## src/hw/rtl/adcpp_pkg.sv

```systemverilog
// Shared types, operation codes and the bus pin map of the ADC ping-pong capture unit.
package adcpp_pkg;

    // Operation codes carried on op
    typedef enum logic [2:0] {
        OP_ARM     = 3'd0,
        OP_SAMPLE  = 3'd1,
        OP_READ    = 3'd2,
        OP_START   = 3'd3,
        OP_RELEASE = 3'd4,
        OP_HALT    = 3'd5
    } op_t;

    localparam int SAMPLE_W = 16;
    localparam int RAW_W    = 32;
    localparam int ADDR_W   = 13;
    localparam int CHAN_W   = 4;

    // Bus pin that carries each sample bit, bit 0 first
    localparam logic [4:0] PIN_OF_BIT [SAMPLE_W] = '{
        5'd3,  5'd4,  5'd14, 5'd15, 5'd17, 5'd18, 5'd27, 5'd22,
        5'd23, 5'd24, 5'd10, 5'd9,  5'd25, 5'd8,  5'd11, 5'd7
    };

    // Status and payload of one result, registered in the controller
    typedef struct packed {
        logic [SAMPLE_W-1:0] sample;
        logic                from_mem;
        logic [ADDR_W-1:0]   write_address;
        logic                head_page;
        logic                tail_page;
        logic                page_done;
        logic                page_ready;
        logic                overrun;
        logic                running;
        logic                armed;
    } res_t;

    // Gather the sample bits from their bus pins
    function automatic logic [SAMPLE_W-1:0] unswizzle(input logic [RAW_W-1:0] word);
        logic [SAMPLE_W-1:0] res;
        res = '0;
        for (int k = 0; k < SAMPLE_W; k++) begin
            res[k] = word[PIN_OF_BIT[k]];
        end
        return res;
    endfunction

endpackage

```

## src/hw/rtl/adcpp_ctrl.sv

```systemverilog
// Capture controller: page indices, run flags, fill length and the result register.
module adcpp_ctrl #(
    parameter int PAGE_WORDS   = 8192,
    parameter int MAX_CHANNELS = 8,
    parameter int IDX_W        = 13
) (
    input  logic                           clk,
    input  logic                           rst_n,
    input  logic                           accept,
    input  logic [2:0]                     op,
    input  logic [adcpp_pkg::RAW_W-1:0]    raw_word,
    input  logic [adcpp_pkg::ADDR_W-1:0]   read_address,
    input  logic                           channel_count_we,
    input  logic [adcpp_pkg::CHAN_W-1:0]   channel_count,
    output logic                           mem_wr_en,
    output logic [IDX_W:0]                 mem_wr_addr,
    output logic [adcpp_pkg::SAMPLE_W-1:0] mem_wr_data,
    output logic                           mem_rd_en,
    output logic [IDX_W:0]                 mem_rd_addr,
    output logic                           res_strobe,
    output adcpp_pkg::res_t                res
);

    localparam int LEN_W = IDX_W + 1;
    localparam int CH_W  = (MAX_CHANNELS > 1) ? $clog2(MAX_CHANNELS) : 1;
    localparam int RESET_LEN = (MAX_CHANNELS >= 8) ? (PAGE_WORDS / 8) * 8 : PAGE_WORDS;

    adcpp_pkg::op_t op_q;

    logic [IDX_W-1:0] fill_reg, fill_next;
    logic             head_reg, head_next;
    logic             tail_reg, tail_next;
    logic             run_reg, run_next;
    logic             ovr_reg, ovr_next;
    logic             arm_reg, arm_next;
    logic [LEN_W-1:0] len_reg;

    adcpp_pkg::res_t  res_reg, res_next;
    logic             strobe_reg;

    logic [LEN_W-1:0] len_tab [MAX_CHANNELS];
    logic             last;
    logic             ch_ok;

    // whole-tuple fill length for each legal channel count
    for (genvar g = 0; g < MAX_CHANNELS; g++)
    begin : g_len
        localparam int TUPLE_LEN = (PAGE_WORDS / (g + 1)) * (g + 1);
        assign len_tab[g] = LEN_W'(TUPLE_LEN);
    end

    assign ch_ok = ({1'b0, channel_count} >= 5'd1) &&
                   ({1'b0, channel_count} <= 5'(MAX_CHANNELS));

    // fill length register, illegal counts leave it alone
    always_ff @(posedge clk or negedge rst_n)
    begin
        if (!rst_n)
        begin
            len_reg <= LEN_W'(RESET_LEN);
        end
        else if (channel_count_we && ch_ok)
        begin
            len_reg <= len_tab[CH_W'(channel_count - 4'd1)];
        end
    end

    assign op_q = adcpp_pkg::op_t'(op);
    // page is full once this write reaches the fill length (or lies past it)
    assign last = ((LEN_W'(fill_reg) + LEN_W'(1)) >= len_reg);

    // next state and result of one operation
    always_comb
    begin
        fill_next   = fill_reg;
        head_next   = head_reg;
        tail_next   = tail_reg;
        run_next    = run_reg;
        ovr_next    = ovr_reg;
        arm_next    = arm_reg;
        res_next    = '0;
        mem_wr_en   = 1'b0;
        mem_rd_en   = 1'b0;
        mem_wr_data = adcpp_pkg::unswizzle(raw_word);
        mem_wr_addr = {head_reg, fill_reg};
        mem_rd_addr = {tail_reg, IDX_W'(read_address)};

        case (op_q)
            adcpp_pkg::OP_ARM:
            begin
                fill_next = '0;
                head_next = 1'b0;
                tail_next = 1'b0;
                run_next  = 1'b0;
                ovr_next  = 1'b0;
                arm_next  = 1'b1;
            end
            adcpp_pkg::OP_SAMPLE:
            begin
                res_next.sample = mem_wr_data;
                if (run_reg)
                begin
                    mem_wr_en              = accept;
                    res_next.write_address = adcpp_pkg::ADDR_W'(fill_reg);
                    if (last)
                    begin
                        fill_next          = '0;
                        head_next          = ~head_reg;
                        res_next.page_done = 1'b1;
                        if (~head_reg == tail_reg)
                        begin
                            ovr_next = 1'b1;
                            run_next = 1'b0;
                        end
                    end
                    else
                    begin
                        fill_next = fill_reg + IDX_W'(1);
                    end
                end
            end
            adcpp_pkg::OP_READ:
            begin
                if (!ovr_reg)
                begin
                    mem_rd_en         = accept;
                    res_next.from_mem = 1'b1;
                end
            end
            adcpp_pkg::OP_START:
            begin
                if (arm_reg && !run_reg)
                begin
                    run_next = 1'b1;
                    arm_next = 1'b0;
                end
            end
            adcpp_pkg::OP_RELEASE:
            begin
                if (!ovr_reg && (head_reg != tail_reg))
                begin
                    tail_next = ~tail_reg;
                end
            end
            adcpp_pkg::OP_HALT:
            begin
                run_next = 1'b0;
            end
            default:
            begin
            end
        endcase

        res_next.head_page  = head_next;
        res_next.tail_page  = tail_next;
        res_next.page_ready = (head_next != tail_next);
        res_next.overrun    = ovr_next;
        res_next.running    = run_next;
        res_next.armed      = arm_next;
    end

    // control state
    always_ff @(posedge clk or negedge rst_n)
    begin
        if (!rst_n)
        begin
            fill_reg   <= '0;
            head_reg   <= 1'b0;
            tail_reg   <= 1'b0;
            run_reg    <= 1'b0;
            ovr_reg    <= 1'b0;
            arm_reg    <= 1'b0;
            strobe_reg <= 1'b0;
        end
        else
        begin
            strobe_reg <= accept;
            if (accept)
            begin
                fill_reg <= fill_next;
                head_reg <= head_next;
                tail_reg <= tail_next;
                run_reg  <= run_next;
                ovr_reg  <= ovr_next;
                arm_reg  <= arm_next;
            end
        end
    end

    // result payload
    always_ff @(posedge clk)
    begin
        if (accept)
        begin
            res_reg <= res_next;
        end
    end

    assign res_strobe = strobe_reg;
    assign res        = res_reg;

    // overrun always stops acquisition
    a_ovr_stops: assert property (@(posedge clk) disable iff (!rst_n)
        ovr_reg |-> !run_reg)
        else $error("overrun set while running");

    // armed and running are never both set
    a_arm_run: assert property (@(posedge clk) disable iff (!rst_n)
        !(arm_reg && run_reg))
        else $error("armed while running");

    // completing a page flips the head page
    a_flip: assert property (@(posedge clk) disable iff (!rst_n)
        (accept && (op_q == adcpp_pkg::OP_SAMPLE) && run_reg && last)
        |=> (head_reg != $past(head_reg)))
        else $error("head page did not flip on page completion");

    // every transfer in gives a result in the next cycle
    a_result: assert property (@(posedge clk) disable iff (!rst_n)
        accept |=> res_strobe)
        else $error("missing result strobe");

    // a read never overlaps a store write
    a_one_port: assert property (@(posedge clk) disable iff (!rst_n)
        !(mem_wr_en && mem_rd_en))
        else $error("store written and read in one cycle");

endmodule

```

## config.mk

```make
export PLATFORM = sky130hd
export DESIGN_NAME = adcpp_ctrl
export DESIGN_NICKNAME = d
export VERILOG_FILES = /design/src/hw/rtl/adcpp_pkg.sv /design/src/hw/rtl/adcpp_ctrl.sv
export SDC_FILE = /design/constraint.sdc
export NUM_CORES = 1
export LEC_CHECK = 0
export ABC_CLOCK_PERIOD_IN_PS = 9400
export BUFFER_PORTS_ARGS = -buffer_cell sky130_fd_sc_hd__buf_4
export CORE_AREA = 2 2 88 90
export DETAILED_ROUTE_END_ITERATION = 8
export DIE_AREA = 0 0 90 92
export GPL_ROUTABILITY_DRIVEN = 1
export HOLD_SLACK_MARGIN = 0.06
export PLACE_DENSITY = 0.75
export SYNTH_ARGS = -nofsm -noshare
export SYNTH_HDL_FRONTEND = slang
export SYNTH_SLANG_ARGS = --single-unit
```

## constraint.sdc

```tcl
create_clock -name clk -period 9.4 [get_ports clk]
set_clock_uncertainty 0.1 [all_clocks]
set_input_delay 1.88 -clock clk [delete_from_list [all_inputs] [get_ports clk]]
set_output_delay 1.88 -clock clk [all_outputs]
set_load 0.01 [all_outputs]
```

==> parameters.txt, run 1 <==
Parameter                              Value

Outcome
  Outcome ... finished, final reports clean

Timing
  Transition time at the pin with the least slew margin ... 0.559 ns
  Min setup slack post-route ... 4.56 ns
  Setup TNS ... 0 ns
  Headroom to the max-slew limit ... 62.8%
  Final setup viols ... 0
  Achievable Freq ... 207 MHz
  Share of the clock period used by the worst path after layout ... 51.4%
  RSZ-0062 raised after global routing ... no
  Final critical path time including I/O delays and setup ... 4.84 ns
  Final hold violations ... 0
  Slew Limit Fails ... 0

Worst setup path
  Arrival time of data at the critical path endpoint ... 2.86 ns
  R2r endpoint ... fill_reg[6]
  Crit. End Element ... output pin
  Timing startpoint of the critical path ... op[2]
  CP required ... 7.42 ns
  Worst r2r path cells ... 13
  R2R Setup Slk ... 5.70 ns
  Type of origin of the critical path ... input port
  Startpoint-to-endpoint class of the critical path ... in -> out
  Critical path capture point ... mem_wr_en
  Worst flop-to-flop path startpoint ... fill_reg[0]
  Maximum net fanout on the critical path ... 27

Clocking
  Clk Latency, worst-skew pair ... 0.33 ns
  Buffer type at the clock tree root ... clkbuf_8
  CTS Sinks ... 58
  Post-cts sizing count ... 0
  Post-CTS Setup Inserts ... 0
  TritonCTS Buffers ... 9
  H-tree Lvls ... 3
  Clock edge transition at the registers on the reported setup and hold paths ... 0.07 ns
  Hold-fix buffer count after cts ... 0
  Clock tree from TritonCTS ... yes
  Maximum root-to-sink buffer count ... 2

Synth
  Number of nets in the synthesized netlist ... 363
  Syn Std Cell Area ... 3210 um2
  Combinational family with the most area after synthesis ... simple AND/OR/NAND/NOR gates
  Share of Yosys cell area claimed by the top area cell type ... 34.6%
  Most common flop cell mapped by yosys ... edfxtp_1
  Simple-Gate Fraction of Synth Area ... 18.1%
  Multiplexer share of the synthesized area ... 1.60%
  Proportion of synthesized chip area in sequential cells ... 51.0%
  Fraction of synthesis flops using an asynchronous set or reset pin ... 36.2%
  Total of flip-flops plus latches after synthesis ... 58
  Synthesized-area fraction occupied by adder cells ... 6.23%
  Number of enable flip-flop cells after synthesis ... 37
  Synth Area in XOR/XNOR ... 3.54%
  Synthesized netlist cell count ... 291
  Leading post-synthesis cells by cell area ... edfxtp_1, dfrtp_1, buf_4
  Most numerous cell types in the synthesized netlist ... edfxtp_1, buf_4, a21oi_1
  Library cell occupying the most area in the post-synthesis netlist ... edfxtp_1
  Warnings, synthesis ... 0
  Avg Cell Area, Syn ... 11.0 um2
  Library cells used by synthesis ... 49
  Top-count cell post-synth ... edfxtp_1
  Compound-Gate Fraction of Synth Area ... 9.47%

Place
  Post-DP Area ... 3790 um2
  Setup WS pre-CTS ... 4.56 ns
  Number of cells in the design after placement ... 450
  Number of input and output port buffers inserted ... 97
  Total half-perimeter wirelength after legalization and detailed placement ... 4760 um
  Weighted congestion reported at the end of routability-driven placement ... 0.819

Routing
  Mean routed wirelength per cell ... 14.4 um
  Vias ... 2,310
  DRC marker count from the first detailed-route iteration ... 103
  Average via count per standard cell ... 4.96
  Drt first pass iters ... 4
  Detail Route Antenna Nets ... 0
  Total wire length after detailed routing ... 6700 um
  DRC violations left ... 0

Global routing
  Maximum number of pins on one net before global-route repair ... 50
  Total global-route track usage ... 16.7%
  Number of global-route vias before repair ... 2,207
  Global route total overflow ... 0
  Number of antenna violations at the first check in global routing ... 0
  Global-route wire length before repair ... 10,900 um

Flow run
  Max-cap violation count ... 0

Cells and area
  Final std cells w/o fill ... 466
  Number of antenna diodes ... 0
  Non-Filler Cell Area, Final ... 3980 um2
  Area growth syn-to-layout ... 23.8%
  Number of fill cells in the layout ... 669
  Share of final-layout standard cells stronger than drive strength 1 ... 35.7%
  Number of nets in the finished design ... 431
  Max reg flops ... 37

Min path
  Launch point of the worst hold path ... len_reg[13]
  Path type of the worst min-delay path ... reg -> reg

Floorplan
  Die W ... 90 um
  Top-level port count ... 140
  Site row count ... 32
  Standard cell core area ... 7450 um2
  Starting Density ... 43.1%
  Die Height ... 92 um
  Die Outline Area ... 8280 um2

Power
  P_leak ... 1.83 nW
  Pwr per Cell Area ... 155 nW/um2
  VDD IR-drop max ... 0.0000536 V
[layout make-up]
cell class	count	area, um2	area share [%]
well taps	102	128	3.21
clock buffers	10	128	3.21
multi-input cells	181	1250	31.5
clock inverters	6	57.6	1.45
repair buffers	97	728	18.3
flip-flops and latches	58	1640	41.2
inverters	12	45.0	1.13
[power by group]
group	total, mW	switching, mW	internal [mW]
combinational	0.0944	0.0499	0.0445
sequential	0.303	0.0139	0.289
clock	0.218	0.0971	0.120
[critical path: stages]
cell	delay [ns]
buf_4	0.13
nand2b_4	0.18
nor2_8	0.28
and3_4	0.26
buf_4	0.12
[layout by cell type (no fill, tap or decap), drive strengths merged, types with 13 or more instances in the layout]
cell and instances:
a21oi 23, and2 17, nand2 20, nor2 13, and3 15, dfrtp 20
ha 16, buf 97, edfxtp 37
[logic make-up (layout without fill, tap and decap cells)]
group	Yosys count	in the layout
adder cells (fa/ha/maj)	16	16
AO/OA/AOI/OAI	50	50
multiplexers	5	5
AND/OR/NAND/NOR	97	97
XOR/XNOR	13	13
buffers and inverters	52	125
flip-flops	58	58
[worst min-delay path by stage]
stage,endpoint,slack [ns],cells after the start
6_report,len_reg[13],0.38,2
5_1_grt,len_reg[13],0.41,2
4_1_cts,len_reg[13],0.39,2
3_5_place_dp,len_reg[13],0.38,2
3_3_place_gp,len_reg[13],0.38,2
2_1_floorplan,len_reg[13],0.36,2
[metal layers]
metal / GRT usage, % / part of all wire, % / vias up
met1: 20.3 / 44 / 1074
li1: - / - / 1137
met3: 4.19 / 6.5 / 11
met4: 8.33 / 1.6 / 0
met2: 27.6 / 48 / 88
met5: 0 / 0 / -
[per-stage QoR]
step	power [mW]	util [%]	hold slack, ns
after floorplan	0.364	-	0.357
after global placement	0.399	50.9	0.379
after detailed placement	0.403	50.9	0.380
after CTS	0.622	53.4	0.390
after global routing	0.643	53.4	0.409
final	0.615	53.4	0.384
(Power assumes the default switching activity.)
==> run 2, diff against run 1 <==
--- a/config.mk
+++ b/config.mk
@@ -5,11 +5,11 @@
 export SDC_FILE = /design/constraint.sdc
 export NUM_CORES = 1
 export LEC_CHECK = 0
-export ABC_CLOCK_PERIOD_IN_PS = 9400
+export ABC_CLOCK_PERIOD_IN_PS = 4300
 export BUFFER_PORTS_ARGS = -buffer_cell sky130_fd_sc_hd__buf_4
-export CORE_AREA = 2 2 88 90
+export CORE_AREA = 2 2 90 92
 export DETAILED_ROUTE_END_ITERATION = 8
-export DIE_AREA = 0 0 90 92
+export DIE_AREA = 0 0 92 94
 export GPL_ROUTABILITY_DRIVEN = 1
 export HOLD_SLACK_MARGIN = 0.06
 export PLACE_DENSITY = 0.75
==> constraint.sdc (replaced) <==
create_clock -name clk -period 4.3 [get_ports clk]
set_clock_uncertainty 0.1 [all_clocks]
set_input_delay 0.86 -clock clk [delete_from_list [all_inputs] [get_ports clk]]
set_output_delay 0.86 -clock clk [all_outputs]
set_load 0.01 [all_outputs]
==> run 2 against run 1 <==
Net effect:
- via count up 0.61%
- utilization is 0.71 points lower
- register-to-register slack got worse by 5.0 ns
- flip-flop and latch count unchanged
- non-clock buffer count grew 1
- wire length is 0.93% higher
- total power rose by 130%
==> parameters.txt, run 2 (synthesis results as in run 1) <==
Parameter                              Value

Routing
  Drt first pass iters ... 4 (unchanged)
  DRC violations left ... 0 (unchanged)
  Detail Route Antenna Nets ... 0 (unchanged)
  Mean routed wirelength per cell ... 14.5 um (+0.71%)
  Vias ... 2,324 (+0.61%)
  Routed wire length on met2 ... 3130 um (-3.0%)
  Routed length on met3 ... 500 um (+15%)
  Total wire length after detailed routing ... 6760 um (+0.93%)
  Detailed-route wire length on metal 1 ... 2990 um (+2.2%)
  Highest metal layer with signal wires ... met4
  DRC marker count from the first detailed-route iteration ... 71 (-31%)
  Average via count per standard cell ... 4.98 (+0.39%)

Worst setup path
  Top Family by Delay on Critical Path ... simple AND/OR/NAND/NOR gates
  Crit. End Element ... flop
  Number of buffers and inverters on the critical path ... 0 (-2)
  Type of origin of the critical path ... flop
  Critical Path, Cell by Cell ... ha_1, and3_2, nand3_2, nor2_2, nand3_1, xnor2_1, ha_1, nand4_1, o221ai_1, a21oi_1, nand3_1, or3_1, o21ai_0
  Arrival time of data at the critical path endpoint ... 3.71 ns (+0.85 ns)
  Startpoint-to-endpoint class of the critical path ... reg -> reg
  Maximum net fanout on the critical path ... 8 (-70%)
  CP required ... 4.45 ns (-2.97 ns)
  Worst stage delay on the critical path ... 0.48 ns (+0.20 ns)
  Cell with the largest stage delay on the worst path ... dfrtp_1

Floorplan
  Die Outline Area ... 8650 um2 (+4.4%)
  Starting Density ... 42.2% (-0.91 points)
  Die W ... 92 um (+2.2%)
  Top-level port count ... 140 (unchanged)
  Site row count ... 32 (unchanged)
  Standard cell core area ... 7610 um2 (+2.2%)
  Die Height ... 94 um (+2.2%)

Clocking
  Maximum root-to-sink buffer count ... 2 (unchanged)
  Clock tree from TritonCTS ... yes
  Post-cts sizing count ... 0 (unchanged)
  Hold-fix buffer count after cts ... 0 (unchanged)
  H-tree Lvls ... 3 (unchanged)
  Post-CTS Setup Inserts ... 0 (unchanged)
  TritonCTS Buffers ... 9 (unchanged)
  Buffer type at the clock tree root ... clkbuf_8
  CTS Sinks ... 58 (unchanged)
  Clock edge transition at the registers on the reported setup and hold paths ... 0.06 ns (about the same)
  Clk Latency, worst-skew pair ... 0.34 ns (about the same)

Timing
  Achievable Freq ... 281 MHz
  Final setup viols ... 0 (unchanged)
  Final critical path time including I/O delays and setup ... 3.56 ns
  Share of the clock period used by the worst path after layout ... 82.7%
  Min Hold Slack ... 0.306 ns (-0.0778 ns)
  Headroom to the max-slew limit ... 65.9% (+3.1 points)
  Transition time at the pin with the least slew margin ... 0.512 ns (-0.0471 ns)
  Setup TNS ... 0 ns (unchanged)
  RSZ-0062 raised after global routing ... no
  Slew Limit Fails ... 0 (unchanged)
  Final hold violations ... 0 (unchanged)

Place
  Total half-perimeter wirelength after legalization and detailed placement ... 4910 um (+3.2%)
  Number of cells in the design after placement ... 451 (+0.22%)
  Weighted congestion reported at the end of routability-driven placement ... 0.838 (+2.3%)
  Number of input and output port buffers inserted ... 97 (unchanged)

Global routing
  Number of global-route vias before repair ... 2,223 (+0.72%)
  Global-route wire length before repair ... 10,800 um (-0.70%)
  Number of antenna violations at the first check in global routing ... 0 (unchanged)
  Maximum number of pins on one net before global-route repair ... 30 (-40%)
  Global route total overflow ... 0 (unchanged)
  Total global-route track usage ... 16.2% (-0.48 points)

Cells and area
  Highest-count cells in the layout ignoring fill and taps ... buf_4, edfxtp_1, a21oi_1, dfrtp_1, nand2_1
  Number of fill cells in the layout ... 693 (+3.6%)
  Number of antenna diodes ... 0 (unchanged)
  Final std cells w/o fill ... 467 (+0.21%)
  Number of nets in the finished design ... 432 (+0.23%)
  Max reg flops ... 37 (unchanged)
  Area growth syn-to-layout ... 24.7%
  Share of final-layout standard cells stronger than drive strength 1 ... 35.6% (-0.098 points)
  Final core utilization ... 52.7% (-0.71 points)
  Most frequent standard cell in the layout excluding fill and tap cells ... buf_4

Power
  P_leak ... 1.84 nW (+0.69%)
  VDD IR-drop max ... 0.000206 V (+280%)
  Pwr per Cell Area ... 351 nW/um2 (+130%)

Min path
  Path type of the worst min-delay path ... in -> async

Flow run
  Max-cap violation count ... 0 (unchanged)

Outcome
  Outcome ... finished, final reports clean
run 2: changes by cell type in the layout (fill, tap and decap cells not counted), sizes merged:
cell,delta
bufinv,+1
clkinv,-1
buf,+1
run 2: power by group:
group	leakage [nW]	internal [mW]	switching, mW	total, mW
logic	1.09	0.0977	0.109	0.207
registers	0.646	0.631	0.0302	0.661
clock network	0.105	0.322	0.214	0.536
total	1.84	1.05	0.354	1.40
run 2: layer usage:
layer / GRT usage [%] / up-vias
met5: 0 / -
met4: 6.97 / 0
met3: 4.82 / 16
met2: 25.4 / 88
met1: 20.9 / 1074
li1: - / 1146
run 2: area by class of cell:
cell class / instances / area, um2 / share of cell area (%)
repair buffers: 98 / 736 / 18.4
clock buffers: 10 / 128 / 3.19
flip-flops and latches: 58 / 1640 / 40.9
multi-input cells: 181 / 1250 / 31.2
well taps: 102 / 128 / 3.19
clock inverters: 6 / 81.3 / 2.03
inverters: 12 / 45.0 / 1.12
run 2: path summary, 6_finish.rpt:
check                       startpoint           end  slack, ns  cells after the start
max                        fill_reg[0]  fill_reg[11]       0.74                     13
max reg2reg                fill_reg[0]  fill_reg[11]       0.74                     13
min                              rst_n   fill_reg[1]       0.31                      1
min in group clk           len_reg[13]   len_reg[13]       0.38                      2
min reg2reg                len_reg[13]   len_reg[13]       0.38                      2
max in group asynchronous        rst_n   len_reg[13]       3.51                      1
run 2: metrics by stage:
step | power, mW | area [um2] | setup slack, ns
after floorplan | 0.795 | 3210 | 1.22
after CTS | 1.42 | 4010 | 0.699
after global routing | 1.47 | 4010 | 0.392
after global placement | 0.875 | 3800 | 0.795
final | 1.40 | 4010 | 0.743
after detailed placement | 0.883 | 3800 | 0.743
